`config.mk`:
```
export PLATFORM = sky130hd
export DESIGN_NAME = lcw_ctrl
export DESIGN_NICKNAME = d
export VERILOG_FILES = /design/src/rtl/lcw_pkg.sv /design/src/rtl/lcw_ctrl.sv
export SDC_FILE = /design/constraint.sdc
export NUM_CORES = 1
export LEC_CHECK = 0
export BUFFER_PORTS_ARGS = -buffer_cell sky130_fd_sc_hd__clkbuf_2
export CORE_MARGIN = 1.5
export CORE_UTILIZATION = 40
export CTS_CLUSTER_SIZE = 20
export DETAILED_ROUTE_END_ITERATION = 7
export SETUP_SLACK_MARGIN = 0.1
export SLEW_MARGIN = 20
export SYNTH_ARGS = -nofsm -noshare
export SYNTH_HDL_FRONTEND = slang
export SYNTH_SLANG_ARGS = --single-unit
```
`constraint.sdc`:
```
create_clock -name clk -period 14 [get_ports clk]
set_clock_uncertainty 0.05 [all_clocks]
set_input_delay 2.8 -clock clk [delete_from_list [all_inputs] [get_ports clk]]
set_output_delay 2.8 -clock clk [all_outputs]
set_load 0.01 [all_outputs]
```
`src/rtl/lcw_pkg.sv`:
```
// Shared types and codes for the LCW decompressor.
// Used by lcw_ctrl, lcw_hist and lcw_decompressor_core; no dependencies.
`default_nettype none

package lcw_pkg;

  localparam int HISTORY_DEPTH_DEF = 65536;

  // request codes
  localparam logic [1:0] OP_BYTE    = 2'd0;
  localparam logic [1:0] OP_TICK    = 2'd1;
  localparam logic [1:0] OP_RESTART = 2'd2;

  // command bytes
  localparam logic [7:0] CMD_END  = 8'h80;
  localparam logic [7:0] CMD_FILL = 8'hfe;
  localparam logic [7:0] CMD_LONG = 8'hff;

  // error codes
  localparam logic [2:0] ERR_NONE    = 3'd0;
  localparam logic [2:0] ERR_IN_RUN  = 3'd1;
  localparam logic [2:0] ERR_BAD_REF = 3'd2;
  localparam logic [2:0] ERR_FULL    = 3'd3;
  localparam logic [2:0] ERR_AFTER   = 3'd4;

  typedef enum logic [3:0] {
    PH_CMD    = 4'd0,
    PH_REL    = 4'd1,
    PH_LIT    = 4'd2,
    PH_MED0   = 4'd3,
    PH_MED1   = 4'd4,
    PH_FILLC0 = 4'd5,
    PH_FILLC1 = 4'd6,
    PH_FILLV  = 4'd7,
    PH_LONGC0 = 4'd8,
    PH_LONGC1 = 4'd9,
    PH_LONGP0 = 4'd10,
    PH_LONGP1 = 4'd11
  } phase_t;

  typedef enum logic [1:0] {
    KIND_NONE = 2'd0,
    KIND_COPY = 2'd1,
    KIND_FILL = 2'd2
  } kind_t;

  // one request as issued by the control stage to the history stage
  typedef struct packed {
    logic        wr;        // a byte is produced and stored
    logic        copy;      // byte comes from the store
    logic        range_ok;  // read position holds a written byte
    logic [15:0] raddr;
    logic [15:0] waddr;
    logic [7:0]  lit;       // literal or fill byte
    logic        need;
    logic        done;
    logic [16:0] count;
    logic [2:0]  err;
  } issue_t;

endpackage

`default_nettype wire

```
`src/rtl/lcw_ctrl.sv`:
```
// Command parser and run sequencer of the LCW decompressor.
// Holds all scalar state and issues one request per accepted item; uses lcw_pkg.
`default_nettype none

module lcw_ctrl
  import lcw_pkg::*;
#(
  parameter int HISTORY_DEPTH = HISTORY_DEPTH_DEF
) (
  input  wire logic       clk,
  input  wire logic       rst_n,
  input  wire logic       acc,
  input  wire logic [1:0] in_op,
  input  wire logic [7:0] in_byte,
  output issue_t          req
);

  localparam logic [16:0] DEPTH_C = 17'(HISTORY_DEPTH);

  logic [16:0] wpos_r, wpos_nxt;
  phase_t      phase_r, phase_nxt;
  logic [23:0] hdr_r, hdr_nxt;
  logic [15:0] left_r, left_nxt;
  kind_t       kind_r, kind_nxt;
  logic [15:0] rpos_r, rpos_nxt;
  logic [7:0]  fill_r, fill_nxt;
  logic        fin_r, fin_nxt;

  always_comb begin
    logic        sc_go;
    logic [15:0] sc_cnt;
    logic [15:0] sc_src;
    logic [11:0] rel_dist;

    wpos_nxt  = wpos_r;
    phase_nxt = phase_r;
    hdr_nxt   = hdr_r;
    left_nxt  = left_r;
    kind_nxt  = kind_r;
    rpos_nxt  = rpos_r;
    fill_nxt  = fill_r;
    fin_nxt   = fin_r;
    sc_go     = 1'b0;
    sc_cnt    = 16'h0;
    sc_src    = 16'h0;
    rel_dist  = {hdr_r[3:0], in_byte};

    req          = '0;
    req.raddr    = rpos_r;
    req.waddr    = wpos_r[15:0];
    req.lit      = in_byte;
    req.range_ok = ({1'b0, rpos_r} < wpos_r) && ({1'b0, rpos_r} < DEPTH_C);
    req.err      = ERR_NONE;

    case (in_op)
      OP_RESTART: begin
        wpos_nxt  = '0;
        phase_nxt = PH_CMD;
        hdr_nxt   = '0;
        left_nxt  = '0;
        kind_nxt  = KIND_NONE;
        rpos_nxt  = '0;
        fill_nxt  = '0;
        fin_nxt   = 1'b0;
      end
      OP_TICK: begin
        if (kind_r != KIND_NONE) begin
          if (wpos_r >= DEPTH_C) begin
            req.err  = ERR_FULL;
            kind_nxt = KIND_NONE;
            left_nxt = '0;
          end else begin
            req.wr   = 1'b1;
            req.copy = (kind_r == KIND_COPY);
            req.lit  = fill_r;
            wpos_nxt = wpos_r + 17'd1;
            rpos_nxt = rpos_r + 16'd1;
            left_nxt = left_r - 16'd1;
            if (left_r == 16'd1) kind_nxt = KIND_NONE;
          end
        end
      end
      OP_BYTE: begin
        if (fin_r) begin
          req.err = ERR_AFTER;
        end else if (kind_r != KIND_NONE) begin
          req.err = ERR_IN_RUN;
        end else begin
          case (phase_r)
            PH_CMD: begin
              hdr_nxt = {16'h0, in_byte};
              if (!in_byte[7]) begin
                phase_nxt = PH_REL;
              end else if (in_byte == CMD_END) begin
                fin_nxt = 1'b1;
              end else if (!in_byte[6]) begin
                left_nxt  = {10'h0, in_byte[5:0]};
                phase_nxt = PH_LIT;
              end else if (in_byte == CMD_FILL) begin
                phase_nxt = PH_FILLC0;
              end else if (in_byte == CMD_LONG) begin
                phase_nxt = PH_LONGC0;
              end else begin
                hdr_nxt   = {16'h0, 8'({2'b00, in_byte[5:0]} + 8'd3)};
                phase_nxt = PH_MED0;
              end
            end
            PH_REL: begin
              phase_nxt = PH_CMD;
              if (rel_dist == 12'h0 || {5'h0, rel_dist} > wpos_r) begin
                req.err = ERR_BAD_REF;
              end else begin
                kind_nxt = KIND_COPY;
                left_nxt = {12'h0, {1'b0, hdr_r[6:4]} + 4'd3};
                rpos_nxt = wpos_r[15:0] - {4'h0, rel_dist};
              end
            end
            PH_LIT: begin
              if (wpos_r < DEPTH_C) begin
                req.wr   = 1'b1;
                wpos_nxt = wpos_r + 17'd1;
              end else begin
                req.err = ERR_FULL;
              end
              left_nxt = left_r - 16'd1;
              if (left_r == 16'd1) phase_nxt = PH_CMD;
            end
            PH_MED0: begin
              hdr_nxt   = {8'h0, in_byte, hdr_r[7:0]};
              phase_nxt = PH_MED1;
            end
            PH_MED1: begin
              phase_nxt = PH_CMD;
              sc_go     = 1'b1;
              sc_cnt    = {8'h0, hdr_r[7:0]};
              sc_src    = {in_byte, hdr_r[15:8]};
            end
            PH_FILLC0: begin
              hdr_nxt   = {16'h0, in_byte};
              phase_nxt = PH_FILLC1;
            end
            PH_FILLC1: begin
              hdr_nxt   = {8'h0, in_byte, hdr_r[7:0]};
              phase_nxt = PH_FILLV;
            end
            PH_FILLV: begin
              phase_nxt = PH_CMD;
              fill_nxt  = in_byte;
              if (hdr_r[15:0] != 16'h0) begin
                kind_nxt = KIND_FILL;
                left_nxt = hdr_r[15:0];
              end
            end
            PH_LONGC0: begin
              hdr_nxt   = {16'h0, in_byte};
              phase_nxt = PH_LONGC1;
            end
            PH_LONGC1: begin
              hdr_nxt   = {8'h0, in_byte, hdr_r[7:0]};
              phase_nxt = PH_LONGP0;
            end
            PH_LONGP0: begin
              hdr_nxt   = {in_byte, hdr_r[15:0]};
              phase_nxt = PH_LONGP1;
            end
            PH_LONGP1: begin
              phase_nxt = PH_CMD;
              sc_go     = 1'b1;
              sc_cnt    = hdr_r[15:0];
              sc_src    = {in_byte, hdr_r[23:16]};
            end
            default: begin
              phase_nxt = PH_CMD;
            end
          endcase

          // absolute copy start: empty copies vanish, source must be written
          if (sc_go && sc_cnt != 16'h0) begin
            if ({1'b0, sc_src} >= wpos_r) begin
              req.err = ERR_BAD_REF;
            end else begin
              kind_nxt = KIND_COPY;
              left_nxt = sc_cnt;
              rpos_nxt = sc_src;
            end
          end
        end
      end
      default: begin
      end
    endcase

    req.need  = (kind_nxt == KIND_NONE) && !fin_nxt;
    req.done  = fin_nxt;
    req.count = wpos_nxt;
  end

  always_ff @(posedge clk) begin
    if (!rst_n) begin
      wpos_r  <= '0;
      phase_r <= PH_CMD;
      hdr_r   <= '0;
      left_r  <= '0;
      kind_r  <= KIND_NONE;
      rpos_r  <= '0;
      fill_r  <= '0;
      fin_r   <= 1'b0;
    end else if (acc) begin
      wpos_r  <= wpos_nxt;
      phase_r <= phase_nxt;
      hdr_r   <= hdr_nxt;
      left_r  <= left_nxt;
      kind_r  <= kind_nxt;
      rpos_r  <= rpos_nxt;
      fill_r  <= fill_nxt;
      fin_r   <= fin_nxt;
    end
  end

endmodule

`default_nettype wire

```
==> flow_metrics.tcl <==
set metrics [dict create \
    run_status "finished clean" \
    numCtsBuffers 9 \
    via_per_inst 6.34 \
    crit_top_cell "clkbuf_2" \
    yosysMostFrequentCell "nand2_1" \
    dieArea_mm2 0.0225 \
    cts_buffer_depth 2 \
    required_ps 11150 \
    syn_area_mm2 0.00863 \
    min_path_cells 2 \
    dpl_cell_area_mm2 0.00899 \
    grtUsageTotal_pct 29.3 \
    hold_path_end "fill_r[5]$_SDFFE_PN0P_" \
    drcViolationCount 0 \
    critical_path.slowest_cell "nand2_1" \
    worst_pin_slew_ps 1060 \
    slew_viol_final 0 \
    n_antenna_cell 0 \
    drive_above_1_share_pct 13.2 \
    grt_pass1_wl_um 50100 \
    postCtsSetupRepairBufs 0 \
    start_kind "primary input" \
    synth_ff_type "dfxtp_1" \
    synthAdderAreaFrac_pct 9.81 \
    syn_inst 1169 \
    dr.first_iter.drc_count 966 \
    critPathMaxFanout 23 \
    min_period_ps 9320 \
    rsz0062_at_grt "no" \
    regToRegSetupSlack_ps 9290 \
    peakVddDrop_mv 0.0657 \
    synth_top_family_by_area "compound AO/OA/AOI/OAI gates" \
    ant_nets 0 \
    pre_cts_slack_ps 4820 \
    top_level_ports 78 \
    synthTopCellsByArea "dfxtp_1 20%, ha_1 9.6%, nand2_1 5.3%" \
    crit_path_end_kind "output port" \
    yosysUniqueCellTypes 81 \
    critPathKind "in2out" \
    area_growth_syn_to_layout_pct 7.92 \
    synth_top_area_cell "dfxtp_1" \
    hold_viol_final 0 \
    gp_congestion 0.964 \
    clk_pin_slew_ps 80 \
    yosysSeqAreaShare_pct 20.4 \
    r2r_cells 14 \
    worst_ep_arrival_time_ps 6470 \
    cp.depth 12 \
    cts_resized 0 \
    final_area_mm2 0.00931 \
    synth_common_cells "122 x nand2_1, 89 x o21ai_0, 88 x a21oi_1, 88 x dfxtp_1, 84 x nor2_1" \
    hp-class "reg2reg" \
    cp_num_buf_inv 3 \
    cts.sinks 88 \
    portBuffers 77 \
    critical_path.top_delay_family "simple AND/OR/NAND/NOR gates" \
    ys_ff_latch 88 \
    synth_compound_area_share_pct 31.6 \
    grt.overflow.total 0 \
    r2r_end "left_r[10]$_SDFFE_PN0P_" \
    worst_path_largest_cell_delay_ps 700 \
    synth-simple-area-share_pct 24.6 \
    firstDrtPassIters 6 \
    rows 53 \
    relSlewSlack_pct 29.2 \
    yosysTopAreaCellShare_pct 20.4 \
    routed_wl_um 33100 \
    cts_tree "built" \
    cp_cell_sequence "clkbuf_2, inv_1, ha_1, a211oi_1, nor2_1, or3_1, o21ai_2, nand2_1, a2111oi_4, a21oi_2, nor3b_1, clkbuf_2" \
    finalNetCount 1256 \
    syn-num-nets 1249 \
    clkLatencyLatePin_ps 370 \
    ys_async_sr_fraction_pct 0 \
    worstReg2RegStart "phase_r[2]$_SDFFE_PN0P_" \
    synth_warnings 0 \
    grt_pass1_vias 8271 \
    grt_max_degree 89 \
    final.setup.tns_ps 0 \
    cts.root.buffer_cell "clkbuf_16" \
    hold_ws_ps 417 \
    min_from "fill_r[5]$_SDFFE_PN0P_" \
    finalCritPeriodShare_pct 66.6 \
    synth-edff-count 0 \
    power_uw 738 \
    synth_xor_xnor_area_share_pct 3.76 \
    fin_ws_ps 4680 \
    n_fill_cell 2251 \
    routedWlPerCell_um 22.7 \
    die_h_um 150 \
    syn_avg_cell_area_um2 7.38 \
    antenna_found_initial 1 \
    leakage_uw 0.00376 \
    max_freq_mhz 107 \
    num_vias 9235 \
    setup_viol 0 \
    fp.dieW_um 150 \
    maxCapViolCount 0 \
    p_per_area_mw_per_mm2 79.2 \
    cts_hold_buf 0 \
    core_mm2 0.0211 \
    htreeDepth 3 \
    initial_core_util_pct 40.9 \
    dp_hpwl_um 23900 \
    synthMuxAreaShare_pct 2.49 \
]
sequential cells by signal (all words and copies together), names as in the netlist:
signal and count:
hdr_r 24, wpos_r 17, left_r 16, rpos_r 16, fill_r 8, phase_r 4, kind_r 2, fin_r 1
cells in the final DEF (no fill, tap or decap), types with 12 or more instances in the layout:
cell / instances
ha_1: 66
inv_1: 41
nor2_1: 83
a21oi_1: 88
nor2b_1: 20
a21o_1: 12
xnor2_1: 22
and2_1: 24
nor3_1: 24
nand2_1: 122
nand4_1: 28
o211a_1: 16
dfxtp_1: 88
o21ai_0: 88
o211ai_1: 15
nor4_1: 14
and3_1: 16
o221ai_1: 17
xor2_1: 15
buf_4: 15
a31oi_1: 17
a21boi_0: 21
clkbuf_2: 77
mux2_2: 12
a22o_1: 20
nand3_1: 34
per-stage QoR:
step | cells | util, %
floorplan | 1169 | -
global placement | 1440 | 42.6
detailed placement | 1440 | 42.6
CTS | 1456 | 44.1
global route | 1456 | 44.1
finish | 1456 | 44.1
final cells by class:
cell class | count | area, um^2 | area share (%)
inverters | 41 | 154 | 1.65
flip-flops and latches | 88 | 1760 | 18.9
multi-input cells | 944 | 6240 | 67.1
clock inverters | 7 | 83.8 | 0.901
clock buffers | 9 | 225 | 2.42
well taps | 275 | 344 | 3.70
repair buffers | 92 | 498 | 5.35
cell families after synthesis:
logic type / Yosys count
simple gates: 422
compound gates: 398
buf+inv: 137
flops: 88
fa+ha+maj: 67
xor+xnor: 37
mux: 20
routing by layer:
| layer | vias to the layer above | wire [um] | track usage (%) | share of wire, % |
|---|---|---|---|---|
| li1 | 4320 | - | - | - |
| met2 | 423 | 14800 | 45.4 | 45 |
| met1 | 4421 | 14700 | 40.4 | 44 |
| met4 | 0 | 1170 | 11.2 | 3.5 |
| met3 | 71 | 2390 | 4.60 | 7.2 |
| met5 | - | 0 | 0 | 0 |
worst max path at each step:
stage,from,end
6_report,in_byte[6],req[21]
4_1_cts,in_byte[6],req[21]
2_1_floorplan,in_byte[6],req[21]
5_1_grt,in_byte[6],req[21]
3_5_place_dp,in_byte[6],req[21]
3_3_place_gp,in_byte[6],req[21]
worst min-delay path, delay by kind of cell (launching register included):
family | cells | cell delay [ps]
flip-flops | 1 | 310
AND/OR/NAND/NOR | 1 | 40
AO/OA/AOI/OAI | 1 | 60
report_power, final:
| group | switching (uW) | leakage, uW | total [uW] | internal [uW] |
|---|---|---|---|---|
| clock network | 137 | 0.000151 | 265 | 129 |
| logic | 129 | 0.00290 | 202 | 73.0 |
| registers | 13.7 | 0.000714 | 270 | 257 |
No activity file was read; power rests on OpenSTA's default activity.
